## src/rtl/lwf_pkg.sv

```systemverilog
`timescale 1ns / 1ps
// ----------------------------------------------------------------------------
// lwf_pkg
// Shared types, codes and constants for the LCD window fill sequencer.
// ----------------------------------------------------------------------------
package lwf_pkg;

    localparam int PANEL_WIDTH  = 320;
    localparam int PANEL_HEIGHT = 480;

    localparam int COORD_W = 9;
    localparam int STEP_W  = 4;

    // step at which the pixel stream starts
    localparam logic [STEP_W-1:0] STEP_PIXELS = 4'd11;

    localparam logic [7:0] CMD_COL_SET   = 8'h2A;
    localparam logic [7:0] CMD_ROW_SET   = 8'h2B;
    localparam logic [7:0] CMD_MEM_WRITE = 8'h2C;
    localparam logic [7:0] CMD_MADCTL    = 8'h36;
    localparam logic [7:0] CMD_INV_ON    = 8'h21;
    localparam logic [7:0] CMD_INV_OFF   = 8'h20;

    typedef enum logic [1:0] {
        REQ_TICK = 2'd0,
        REQ_FILL = 2'd1,
        REQ_ROT  = 2'd2,
        REQ_INV  = 2'd3
    } t_req;

    typedef enum logic [1:0] {
        KIND_NONE = 2'd0,
        KIND_FILL = 2'd1,
        KIND_ROT  = 2'd2,
        KIND_INV  = 2'd3
    } t_kind;

    // clipped fill window
    typedef struct packed {
        logic               valid;
        logic [COORD_W-1:0] left;
        logic [COORD_W-1:0] right;
        logic [COORD_W-1:0] top;
        logic [COORD_W-1:0] bottom;
    } t_win;

    function automatic logic [7:0] rot_arg(input logic [1:0] rot);
        logic [7:0] b;
        case (rot)
            2'd0:    b = 8'h48;
            2'd1:    b = 8'h28;
            2'd2:    b = 8'h88;
            default: b = 8'hE8;
        endcase
        return b;
    endfunction

endpackage

```

## src/rtl/lcd_window_fill_sequencer.sv

```systemverilog
`timescale 1ns / 1ps
// ----------------------------------------------------------------------------
// lcd_window_fill_sequencer
// Turns fill, rotation and inversion requests into 8080-style LCD bus bytes.
// ----------------------------------------------------------------------------
// One request or tick transaction is taken per cycle unless a byte waits
// undrained in the output register. A tick while a sequence is running
// yields one bus byte, ready in the output register on the next cycle; the
// input stays open while that byte waits, as long as the output is being
// drained, so bytes go out one per cycle. Fill windows are clipped to the
// panel (sized by the current rotation) as the request is taken; empty
// windows are dropped, and requests arriving mid-sequence are ignored.
module lcd_window_fill_sequencer import lwf_pkg::*; (
    input  logic        i_clk,
    input  logic        i_rst_n,
    input  logic        i_s_axis_tvalid,
    output logic        o_s_axis_tready,
    // rect_x[15:0], rect_y[31:16], rect_w[47:32], rect_h[63:48],
    // fill_color[79:64], rotation_sel[81:80], invert_on[82], zero pad[87:83]
    input  logic [87:0] i_s_axis_tdata,
    // req_type[1:0]
    input  logic [1:0]  i_s_axis_tuser,
    output logic        o_m_axis_tvalid,
    input  logic        i_m_axis_tready,
    // bus_byte[7:0]
    output logic [7:0]  o_m_axis_tdata,
    // is_data[0]
    output logic        o_m_axis_tuser,
    output logic        o_m_axis_tlast
);

    t_win       win;
    logic [1:0] rotation;
    logic       accept;

    assign accept = i_s_axis_tvalid && o_s_axis_tready;

    lwf_clip u_clip (
        .i_rotation (rotation),
        .i_rect_x   (i_s_axis_tdata[15:0]),
        .i_rect_y   (i_s_axis_tdata[31:16]),
        .i_rect_w   (i_s_axis_tdata[47:32]),
        .i_rect_h   (i_s_axis_tdata[63:48]),
        .o_win      (win)
    );

    lwf_seq u_seq (
        .i_clk          (i_clk),
        .i_rst_n        (i_rst_n),
        .i_accept       (accept),
        .i_req          (t_req'(i_s_axis_tuser)),
        .i_win          (win),
        .i_color        (i_s_axis_tdata[79:64]),
        .i_rotation_sel (i_s_axis_tdata[81:80]),
        .i_invert_on    (i_s_axis_tdata[82]),
        .i_out_ready    (i_m_axis_tready),
        .o_in_ready     (o_s_axis_tready),
        .o_rotation     (rotation),
        .o_out_valid    (o_m_axis_tvalid),
        .o_bus_byte     (o_m_axis_tdata),
        .o_is_data      (o_m_axis_tuser),
        .o_last_byte    (o_m_axis_tlast)
    );

endmodule

```

## src/rtl/lwf_clip.sv

```systemverilog
`timescale 1ns / 1ps
// ----------------------------------------------------------------------------
// lwf_clip
// Clips a signed fill rectangle to the panel for the current rotation.
// ----------------------------------------------------------------------------
module lwf_clip import lwf_pkg::*; (
    input  logic [1:0]  i_rotation,
    input  logic [15:0] i_rect_x,
    input  logic [15:0] i_rect_y,
    input  logic [15:0] i_rect_w,
    input  logic [15:0] i_rect_h,
    output t_win        o_win
);

    logic signed [17:0] x, y, w, h, pw, ph, xe, ye, re, be;

    always_comb begin
        pw = i_rotation[0] ? 18'(PANEL_HEIGHT) : 18'(PANEL_WIDTH);
        ph = i_rotation[0] ? 18'(PANEL_WIDTH)  : 18'(PANEL_HEIGHT);
        x  = 18'(signed'(i_rect_x));
        y  = 18'(signed'(i_rect_y));
        w  = 18'(signed'(i_rect_w));
        h  = 18'(signed'(i_rect_h));
        // exclusive far edges, cut at the panel
        xe = x + w;
        ye = y + h;
        re = (xe > pw) ? pw : xe;
        be = (ye > ph) ? ph : ye;
        re = re - 18'sd1;
        be = be - 18'sd1;

        // a far edge at or left of zero means the window vanished after clipping
        o_win.valid  = (x < pw) && (y < ph) && (w > 18'sd0) && (h > 18'sd0)
                       && (xe > 18'sd0) && (ye > 18'sd0);
        o_win.left   = (x < 18'sd0) ? '0 : x[COORD_W-1:0];
        o_win.top    = (y < 18'sd0) ? '0 : y[COORD_W-1:0];
        o_win.right  = re[COORD_W-1:0];
        o_win.bottom = be[COORD_W-1:0];
    end

endmodule

```

## src/rtl/lwf_seq.sv

```systemverilog
`timescale 1ns / 1ps
// ----------------------------------------------------------------------------
// lwf_seq
// Request decode, byte sequencer and output register.
// ----------------------------------------------------------------------------
module lwf_seq import lwf_pkg::*; (
    input  logic               i_clk,
    input  logic               i_rst_n,
    input  logic               i_accept,
    input  t_req               i_req,
    input  t_win               i_win,
    input  logic [15:0]        i_color,
    input  logic [1:0]         i_rotation_sel,
    input  logic               i_invert_on,
    input  logic               i_out_ready,
    output logic               o_in_ready,
    output logic [1:0]         o_rotation,
    output logic               o_out_valid,
    output logic [7:0]         o_bus_byte,
    output logic               o_is_data,
    output logic               o_last_byte
);

    logic               r_busy, n_busy;
    t_kind              r_kind, n_kind;
    logic [STEP_W-1:0]  r_step, n_step;
    logic [COORD_W-1:0] r_left, n_left, r_right, n_right;
    logic [COORD_W-1:0] r_top, n_top, r_bottom, n_bottom;
    logic [COORD_W-1:0] r_col, n_col, r_row, n_row;
    logic [15:0]        r_color, n_color;
    logic               r_low_half, n_low_half;
    logic [1:0]         r_rotation, n_rotation;
    logic [7:0]         r_arg, n_arg;

    logic               r_out_valid, n_out_valid;
    logic [7:0]         r_byte, n_byte;
    logic               r_is_data, n_is_data;
    logic               r_last, n_last;

    logic               emit;
    logic [7:0]         e_byte;
    logic               e_data, e_last;

    assign o_in_ready  = !r_out_valid || i_out_ready;
    assign o_rotation  = r_rotation;
    assign o_out_valid = r_out_valid;
    assign o_bus_byte  = r_byte;
    assign o_is_data   = r_is_data;
    assign o_last_byte = r_last;

    always_comb begin
        n_busy      = r_busy;
        n_kind      = r_kind;
        n_step      = r_step;
        n_left      = r_left;
        n_right     = r_right;
        n_top       = r_top;
        n_bottom    = r_bottom;
        n_col       = r_col;
        n_row       = r_row;
        n_color     = r_color;
        n_low_half  = r_low_half;
        n_rotation  = r_rotation;
        n_arg       = r_arg;
        emit        = 1'b0;
        e_byte      = '0;
        e_data      = 1'b0;
        e_last      = 1'b0;

        if (i_accept) begin
            case (i_req)
                REQ_TICK: begin
                    if (r_busy) begin
                        emit = 1'b1;
                        case (r_kind)
                            KIND_FILL: begin
                                if (r_step >= STEP_PIXELS) begin
                                    e_data = 1'b1;
                                    if (!r_low_half) begin
                                        n_low_half = 1'b1;
                                        e_byte     = r_color[15:8];
                                    end else begin
                                        n_low_half = 1'b0;
                                        e_byte     = r_color[7:0];
                                        // raster walk over the window stands in for a pixel count
                                        if (r_col == r_right) begin
                                            n_col = r_left;
                                            if (r_row == r_bottom) begin
                                                e_last = 1'b1;
                                            end else begin
                                                n_row = r_row + 1'b1;
                                            end
                                        end else begin
                                            n_col = r_col + 1'b1;
                                        end
                                    end
                                end else begin
                                    n_step = r_step + 1'b1;
                                    e_data = 1'b1;
                                    case (r_step)
                                        4'd0: begin
                                            e_byte = CMD_COL_SET;
                                            e_data = 1'b0;
                                        end
                                        4'd1: e_byte = {7'd0, r_left[8]};
                                        4'd2: e_byte = r_left[7:0];
                                        4'd3: e_byte = {7'd0, r_right[8]};
                                        4'd4: e_byte = r_right[7:0];
                                        4'd5: begin
                                            e_byte = CMD_ROW_SET;
                                            e_data = 1'b0;
                                        end
                                        4'd6: e_byte = {7'd0, r_top[8]};
                                        4'd7: e_byte = r_top[7:0];
                                        4'd8: e_byte = {7'd0, r_bottom[8]};
                                        4'd9: e_byte = r_bottom[7:0];
                                        default: begin
                                            e_byte = CMD_MEM_WRITE;
                                            e_data = 1'b0;
                                        end
                                    endcase
                                end
                            end
                            KIND_ROT: begin
                                if (r_step == '0) begin
                                    n_step = 4'd1;
                                    e_byte = CMD_MADCTL;
                                end else begin
                                    e_byte = r_arg;
                                    e_data = 1'b1;
                                    e_last = 1'b1;
                                end
                            end
                            default: begin
                                e_byte = r_arg;
                                e_last = 1'b1;
                            end
                        endcase
                        if (e_last) begin
                            n_busy = 1'b0;
                        end
                    end
                end
                REQ_FILL: begin
                    if (!r_busy && i_win.valid) begin
                        n_left     = i_win.left;
                        n_right    = i_win.right;
                        n_top      = i_win.top;
                        n_bottom   = i_win.bottom;
                        n_col      = i_win.left;
                        n_row      = i_win.top;
                        n_color    = i_color;
                        n_low_half = 1'b0;
                        n_kind     = KIND_FILL;
                        n_step     = '0;
                        n_busy     = 1'b1;
                    end
                end
                REQ_ROT: begin
                    if (!r_busy) begin
                        n_rotation = i_rotation_sel;
                        n_arg      = rot_arg(i_rotation_sel);
                        n_kind     = KIND_ROT;
                        n_step     = '0;
                        n_busy     = 1'b1;
                    end
                end
                default: begin
                    if (!r_busy) begin
                        n_arg  = i_invert_on ? CMD_INV_ON : CMD_INV_OFF;
                        n_kind = KIND_INV;
                        n_step = '0;
                        n_busy = 1'b1;
                    end
                end
            endcase
        end
    end

    // output register: loads on an emitting tick, empties when taken
    always_comb begin
        n_out_valid = r_out_valid && !i_out_ready;
        n_byte      = r_byte;
        n_is_data   = r_is_data;
        n_last      = r_last;
        if (emit) begin
            n_out_valid = 1'b1;
            n_byte      = e_byte;
            n_is_data   = e_data;
            n_last      = e_last;
        end
    end

    always_ff @(posedge i_clk) begin
        if (!i_rst_n) begin
            r_busy      <= 1'b0;
            r_kind      <= KIND_NONE;
            r_step      <= '0;
            r_left      <= '0;
            r_right     <= '0;
            r_top       <= '0;
            r_bottom    <= '0;
            r_col       <= '0;
            r_row       <= '0;
            r_color     <= '0;
            r_low_half  <= 1'b0;
            r_rotation  <= '0;
            r_arg       <= '0;
            r_out_valid <= 1'b0;
        end else begin
            r_busy      <= n_busy;
            r_kind      <= n_kind;
            r_step      <= n_step;
            r_left      <= n_left;
            r_right     <= n_right;
            r_top       <= n_top;
            r_bottom    <= n_bottom;
            r_col       <= n_col;
            r_row       <= n_row;
            r_color     <= n_color;
            r_low_half  <= n_low_half;
            r_rotation  <= n_rotation;
            r_arg       <= n_arg;
            r_out_valid <= n_out_valid;
        end
    end

    always_ff @(posedge i_clk) begin
        r_byte    <= n_byte;
        r_is_data <= n_is_data;
        r_last    <= n_last;
    end

endmodule
```

## config.mk

```make
export PLATFORM = sky130hd
export DESIGN_NAME = lcd_window_fill_sequencer
export DESIGN_NICKNAME = d
export VERILOG_FILES = /design/src/rtl/lwf_pkg.sv /design/src/rtl/lcd_window_fill_sequencer.sv /design/src/rtl/lwf_clip.sv /design/src/rtl/lwf_seq.sv
export SDC_FILE = /design/constraint.sdc
export NUM_CORES = 1
export LEC_CHECK = 0
export ABC_AREA = 1
export BUFFER_PORTS_ARGS = -buffer_cell sky130_fd_sc_hd__buf_4
export CAP_MARGIN = 0
export CORE_MARGIN = 3
export CORE_UTILIZATION = 40
export DETAILED_ROUTE_END_ITERATION = 7
export PLACE_DENSITY = 0.58
export SLEW_MARGIN = 20
export SYNTH_ARGS = -nofsm -noshare
export SYNTH_HDL_FRONTEND = slang
export SYNTH_SLANG_ARGS = --single-unit
```

## constraint.sdc

```tcl
create_clock -name i_clk -period 3.1 [get_ports i_clk]
set_input_delay 0.465 -clock i_clk [delete_from_list [all_inputs] [get_ports i_clk]]
set_output_delay 0.465 -clock i_clk [all_outputs]
set_load 0.02 [all_outputs]
```

Word level (Yosys, flattened, before mapping)
Cells that the tools add are included.
{"block": "totals", "out_inout_bits": 12, "wordCells": 164, "reg_bits": 98, "inputBits": 94}
{"block": "classes", "bitwise_logic": 3, "muxes": 68, "reduce_logical": 28, "order_cmp": 11, "add_sub_neg": 7, "n_eq_ne": 30}
{"op": "9-bit 2-to-1 mux", "count": 17}
{"op": "8-bit one-hot mux with 10 select lines", "count": 1}
{"op": "8-bit 2-to-1 mux", "count": 7}
{"op": "9-bit one-hot mux with 2 select lines", "count": 2}
{"op": "16-bit by 16-bit adder with 17-bit output", "count": 2}
{"op": "17-bit by 1-bit > comparator with 1-bit output (second input constant)", "count": 2}
{"op": "17-bit by 10-bit > comparator with 1-bit output", "count": 2}
{"op": "16-bit by 1-bit > comparator with 1-bit output (second input constant)", "count": 2}
{"op": "16-bit by 1-bit < comparator with 1-bit output (second input constant)", "count": 2}
{"op": "16-bit by 10-bit < comparator with 1-bit output", "count": 2}
{"op": "8-bit one-hot mux with 2 select lines", "count": 2}
{"op": "8-bit one-hot mux with 3 select lines", "count": 1}
{"op": "1-bit 2-to-1 mux", "count": 23}
{"op": "4-bit 2-to-1 mux", "count": 5}
{"op": "9-bit by 1-bit adder with 9-bit output (second input constant)", "count": 2}
{"op": "9-bit == test", "count": 2}
{"op": "9-bit by 2-bit subtractor with 9-bit output (second input constant)", "count": 2}
{"op": "4-bit by 3-bit == test with 1-bit output (second input constant)", "count": 4}
{"op": "4-bit one-hot mux with 2 select lines", "count": 2}
{"op": "7-bit AND reduction", "count": 2}
{"op": "3-bit AND reduction", "count": 4}
{"op": "2-bit by 1-bit inequality test with 1-bit output (second input constant)", "count": 5}
{"op": "3-bit inequality test (second input constant)", "count": 3}
{"op": "9-bit AND reduction", "count": 1}
{"op": "other kinds (24)", "count": 50}

Depth between registers and ports, before layout
{"block": "depth", "ltp_word": 12, "mapped_depth": 25, "ltp_nobuf": 24}

By module
A second synthesis with hierarchy kept.
{"block": "unflattened", "hier_cells": 1340, "hier_area_um2": 8110.3}
{"module": "lwf_seq", "seq_area_each_um2": 2021.9, "area_per_inst_um2": 5011.1, "n_inst": 1, "cells_each": 724}
{"module": "lwf_clip", "seq_area_each_um2": 0.0, "area_per_inst_um2": 3091.7, "n_inst": 1, "cells_each": 614}
{"module": "lcd_window_fill_sequencer", "seq_area_each_um2": 0.0, "area_per_inst_um2": 7.5, "n_inst": 1, "cells_each": 2}

Worst setup path after synthesis
OpenSTA, ideal clock, no wires.
{"block": "synth_timing", "path_kind": "input to register", "start": "in i_s_axis_tdata[21]", "end": "reg u_seq.r_bottom[8]", "required_ps": 2991, "stages": 22, "setup_time_ps": 109, "arrival_time_ps": 2992, "path_slack_ps": 0, "path_buffers": 0, "path_cell_list": "ha_1 -> nand2_1 -> inv_1 -> a21oi_1 -> nand2_2 -> xor2_2 -> inv_1 -> ha_1 -> inv_1 -> nor2_1 -> nand2_1 -> nand3_1 -> nand2_1 -> o21bai_2 -> nand2_1 -> ha_1 -> nand2_1 -> inv_1 -> nand3_1 -> nand3_1 -> nand2_1 -> inv_1"}
{"block": "synth_via", "elab_chain_cells": 8, "word_cells_on_any_way": 13, "cone_classes": "2 x add/sub; 3 x order compare; 1 x mux; 7 x reduce/logical"}
{"item": "from (decl)", "line_no": "lcd_window_fill_sequencer.sv:20", "text": "input logic [87:0] i_s_axis_tdata,"}
{"item": "branches (longest 8 deep; another with 16-bit by 16-bit adder with 17-bit output)"}
{"item": "to (signal assigned)", "line_no": "lwf_seq.sv:217", "text": "r_bottom <= n_bottom;"}
{"item": "to (decl)", "line_no": "lwf_seq.sv:28", "text": "logic [COORD_W-1:0] r_top, n_top, r_bottom, n_bottom;"}
Parallel ways; which one is timed is not known.
A chain may end at the register's enable or synchronous reset.

Worst setup path after layout
{"block": "layout_timing", "start": "in i_s_axis_tdata[0]", "end": "reg u_seq.r_right[5]"}
{"block": "layout_via", "elab_chain_cells": 8, "word_cells_on_any_way": 13, "cone_classes": "2 x add/sub; 3 x order compare; 1 x mux; 7 x reduce/logical"}
{"item": "branches (longest 8 deep; another with 16-bit by 16-bit adder with 17-bit output)"}
{"item": "to (signal assigned)", "line_no": "lwf_seq.sv:215", "text": "r_right <= n_right;"}
{"item": "to (decl)", "line_no": "lwf_seq.sv:27", "text": "logic [COORD_W-1:0] r_left, n_left, r_right, n_right;"}
Parallel ways; which one is timed is not known.

==> flow_metrics.py <==
metrics = {
    "grt": {
        "grt_pass1_vias": 8518,
        "grt_usage": 0.226,
        "grt_max_degree": 36,
        "grt_pass1_wl_mm": 41.5,
        "antenna_found_initial": 1,
        "grt_overflow": 0,
    },
    "critical_path": {
        "r2r_start": "u_seq.o_rotation[0]$_SDFFE_PN0P_",
        "ff2ff_setup_slack_ps": 550,
        "crit_path_start": "i_s_axis_tdata[0]",
        "crit_path_end_kind": "register",
        "worstSetupPathType": "primary input to register",
        "startpoint_type": "primary input",
        "cp.required_ps": 3330,
        "crit_path_max_incr_delay_ps": 470,
        "critical_path_arrival_ps": 3200,
        "slowest_stage": "fa_1",
        "crit_fanout": 7,
        "path_cells": "buf_4, ha_1, inv_1, fa_1, inv_1, or2_2, nor2_2, nand3_2, nor2_1, nand2_1, nand3_1, nand2_1, o21bai_4, buf_4, inv_1, nor2_1, nor2_2, a211oi_1, nor2_1",
    },
    "cells_and_area": {
        "layout-drive-gt1-share": 0.196,
        "syn_to_final_growth_pct": 29.9,
        "diodes": 0,
        "nets": 1746,
        "design_area_um2": 10800,
        "fillers": 2090,
        "fin_util": 0.531,
    },
    "power": {
        "ir_drop_v": 0.000229,
        "p_switching_w": 0.00133,
        "switching_share": 0.350,
        "finalPower_w": 0.00380,
        "power_density_nw_per_um2": 352,
        "internal_power_w": 0.00247,
        "p_seq_frac": 0.339,
        "p_leak_nw": 5.42,
        "combPwrFrac": 0.382,
        "clkPwrFrac": 0.280,
    },
    "placed_design": {
        "pre_cts_slack_ps": -280,
        "gp_congestion": 0.977,
        "place_area_um2": 10300,
        "portBuffers": 100,
        "dp_hpwl_mm": 20.7,
    },
    "die": {
        "io_pins": 106,
        "dieArea_um2": 22500,
        "placementRows": 52,
        "core_um2": 20300,
        "die_width_um": 150,
        "die-height_um": 150,
        "start_util": 0.409,
    },
    "yosys": {
        "ys.flop_type": "dfxtp_1",
        "synth_edf_count": 10,
        "syn_area_um2": 8300,
        "ys_seq_area_frac": 0.241,
        "syn_area_per_cell_um2": 6.03,
        "synth_cell_types": 53,
        "syn_inst": 1376,
        "yosys_warnings": 0,
        "async_flop_share": 0,
        "synth_nets": 1523,
        "ys_ff_latch": 95,
    },
    "routing": {
        "firstDrtPassIters": 5,
        "drc": 0,
        "vias": 9186,
        "ant_nets": 0,
        "wire_per_inst_um": 13.4,
        "avgViaCountPerCell": 4.90,
        "drt_iter0_markers": 520,
        "wirelength_mm": 25.2,
    },
    "cts": {
        "ctsHtreeMaxLevel": 3,
        "cts_hold_buf": 0,
        "clock-sinks": 95,
        "clk-insertion-delay-late_ps": 350,
        "clockBufferDepth": 2,
        "cts_buffers": 9,
        "path_clk_slew_ps": 70,
        "cts-root-buf": "clkbuf_16",
        "tritoncts": "built",
    },
    "min_path": {
        "hp-start": "i_s_axis_tdata[82]",
        "hold_path.class": "primary input to register",
    },
    "timing": {
        "worst_pin_slew_ps": 665,
        "max_freq_ghz": 0.337,
        "timing_hold_violations_final": 0,
        "period_needed_ps": 2970,
        "setup_ws_ps": 133,
        "finalHoldWorstSlack_ps": 357,
        "layout_worst_path_cycle_share": 0.957,
        "drv_slew": 0,
        "maxSlewHeadroom": 0.553,
        "skew_ps": 9.16,
        "grt_setup_unrepaired": "yes",
        "setup_viol": 0,
    },
    "run": {
        "cap_violations": 0,
    },
    "status": {
        "status": "complete, no violations",
    },
}
==> Yosys cell counts, types with 2 or more instances <==
| cell type | number | area, µm² |
|---|---|---|
| clkinv_1 | 3 | 11.3 |
| nor3_1 | 22 | 110 |
| nor4_1 | 9 | 56.3 |
| or2_2 | 5 | 31.3 |
| o21bai_1 | 2 | 15.0 |
| o21a_1 | 5 | 37.5 |
| a31oi_1 | 8 | 50.1 |
| ha_1 | 51 | 638 |
| o31ai_1 | 2 | 15.0 |
| o211ai_1 | 7 | 52.6 |
| and2_1 | 7 | 43.8 |
| xnor2_1 | 9 | 78.8 |
| nand3_1 | 85 | 425 |
| nand2_1 | 385 | 1450 |
| buf_2 | 6 | 30.0 |
| nor2_1 | 129 | 484 |
| nand4_1 | 26 | 163 |
| buf_4 | 2 | 15.0 |
| nor3_2 | 5 | 50.1 |
| a221oi_1 | 4 | 35.0 |
| nor2_2 | 2 | 12.5 |
| o22ai_1 | 8 | 50.1 |
| fa_1 | 2 | 40.0 |
| o2111ai_1 | 4 | 35.0 |
| edfxtp_1 | 10 | 300 |
| o21ai_0 | 79 | 395 |
| nand2_2 | 6 | 37.5 |
| a21oi_1 | 93 | 465 |
| buf_6 | 4 | 45.0 |
| dfxtp_1 | 85 | 1700 |
| xor2_2 | 3 | 48.8 |
| o221ai_1 | 2 | 17.5 |
| o21ai_1 | 8 | 40.0 |
| a211oi_1 | 3 | 22.5 |
| inv_1 | 241 | 905 |
| xor2_1 | 18 | 158 |
| inv_2 | 3 | 11.3 |
| nand3b_1 | 2 | 15.0 |
| clkbuf_1 | 17 | 63.8 |
==> per-stage QoR <==
stage / instances / TNS (ps)
2_1_floorplan: 1376 / 0
3_3_place_gp: 1851 / -5050
3_5_place_dp: 1851 / -7160
4_1_cts: 1867 / 0
5_1_grt: 1874 / -127
6_report: 1874 / 0
==> area by class of cell <==
type	instances	area, µm²	share of cell area
sequential	95	2000	0.186
tap	270	338	0.0313
inverter	247	927	0.0860
timing repair buffer	243	1910	0.177
clock inverter	6	50.0	0.00464
multi-input combinational	1003	5330	0.494
clock buffer	10	229	0.0212
==> layer usage <==
layer | vias up | track usage | wire length (µm)
met2 | 195 | 0.379 | 11900
met3 | 41 | 0.0242 | 915
met5 | - | 0 | 13
met4 | 2 | 0.0668 | 548
met1 | 4081 | 0.307 | 11800
li1 | 4867 | - | -
==> worst max-delay path, delay by kind of cell <==
family                     cells  cell delay (ps)
and+or+nand+nor               10             1150
AOI/OAI and AO/OA              2              540
adders and majority gates      2              630
buffers and inverters          5              400
==> flip-flops by register name, indices dropped and copies added, names as in the netlist, 8 cells and up <==
name / cells
u_seq.r_bottom: 9
u_seq.r_right: 9
u_seq.r_col: 9
u_seq.r_top: 9
u_seq.r_color: 16
u_seq.o_bus_byte: 8
u_seq.r_row: 9
u_seq.r_left: 9
==> kinds of logic (layout without fill, tap and decap cells) <==
family | count (synthesis) | count (layout) | synth area share
XOR/XNOR | 30 | 30 | 0.0344
flip-flops | 95 | 95 | 0.241
buffers and inverters | 278 | 506 | 0.131
AO/OA/AOI/OAI | 229 | 229 | 0.154
adder cells (fa/ha/maj) | 53 | 53 | 0.0817
AND/OR/NAND/NOR | 691 | 691 | 0.357
==> power by group through the flow <==
stage	Sequential, W	Clock [W]	Combinational [W]
floorplan	0.00131	0	0.000824
global placement	0.00131	0	0.00137
detailed placement	0.00131	0	0.00138
CTS	0.00129	0.00109	0.00139
global route	0.00129	0.00114	0.00165
finish	0.00129	0.00106	0.00145
==> path summary, 6_finish.rpt <==
check,depth (start not counted),to
max reg2reg,17,u_seq.r_row[6]$_SDFFE_PN0P_
min,3,u_seq.r_arg[0]$_SDFFE_PN0P_
min reg2reg,2,u_seq.r_color[13]$_SDFFE_PN0P_
max,19,u_seq.r_right[5]$_SDFFE_PN0P_
==> placed cells by master (no fill, tap or decap), types with 6 or more instances in the layout <==
master       n
o21ai_0     79
nand2_1    377
o21ai_1      8
nand2_2     14
edfxtp_1    10
xnor2_1      9
nor2_2       7
clkbuf_16    9
and2_1       7
o22ai_1      8
xor2_1      18
nor4_1       9
inv_1      240
buf_12       6
nor3_1      22
o211ai_1     7
nor2_1     124
nand4_1     26
a21oi_1     91
dfxtp_1     85
ha_1        45
nand3_1     81
a31oi_1      8
buf_4      235
==> repair_timing <==
item / in CTS / in global routing
setup buffers: 0 / 7
gates resized for setup: 0 / 28
endpoints found under the hold margin: 0 / 0
endpoints found under the setup margin: 0 / 19
Note: power is estimated with default switching activity, not from simulation.
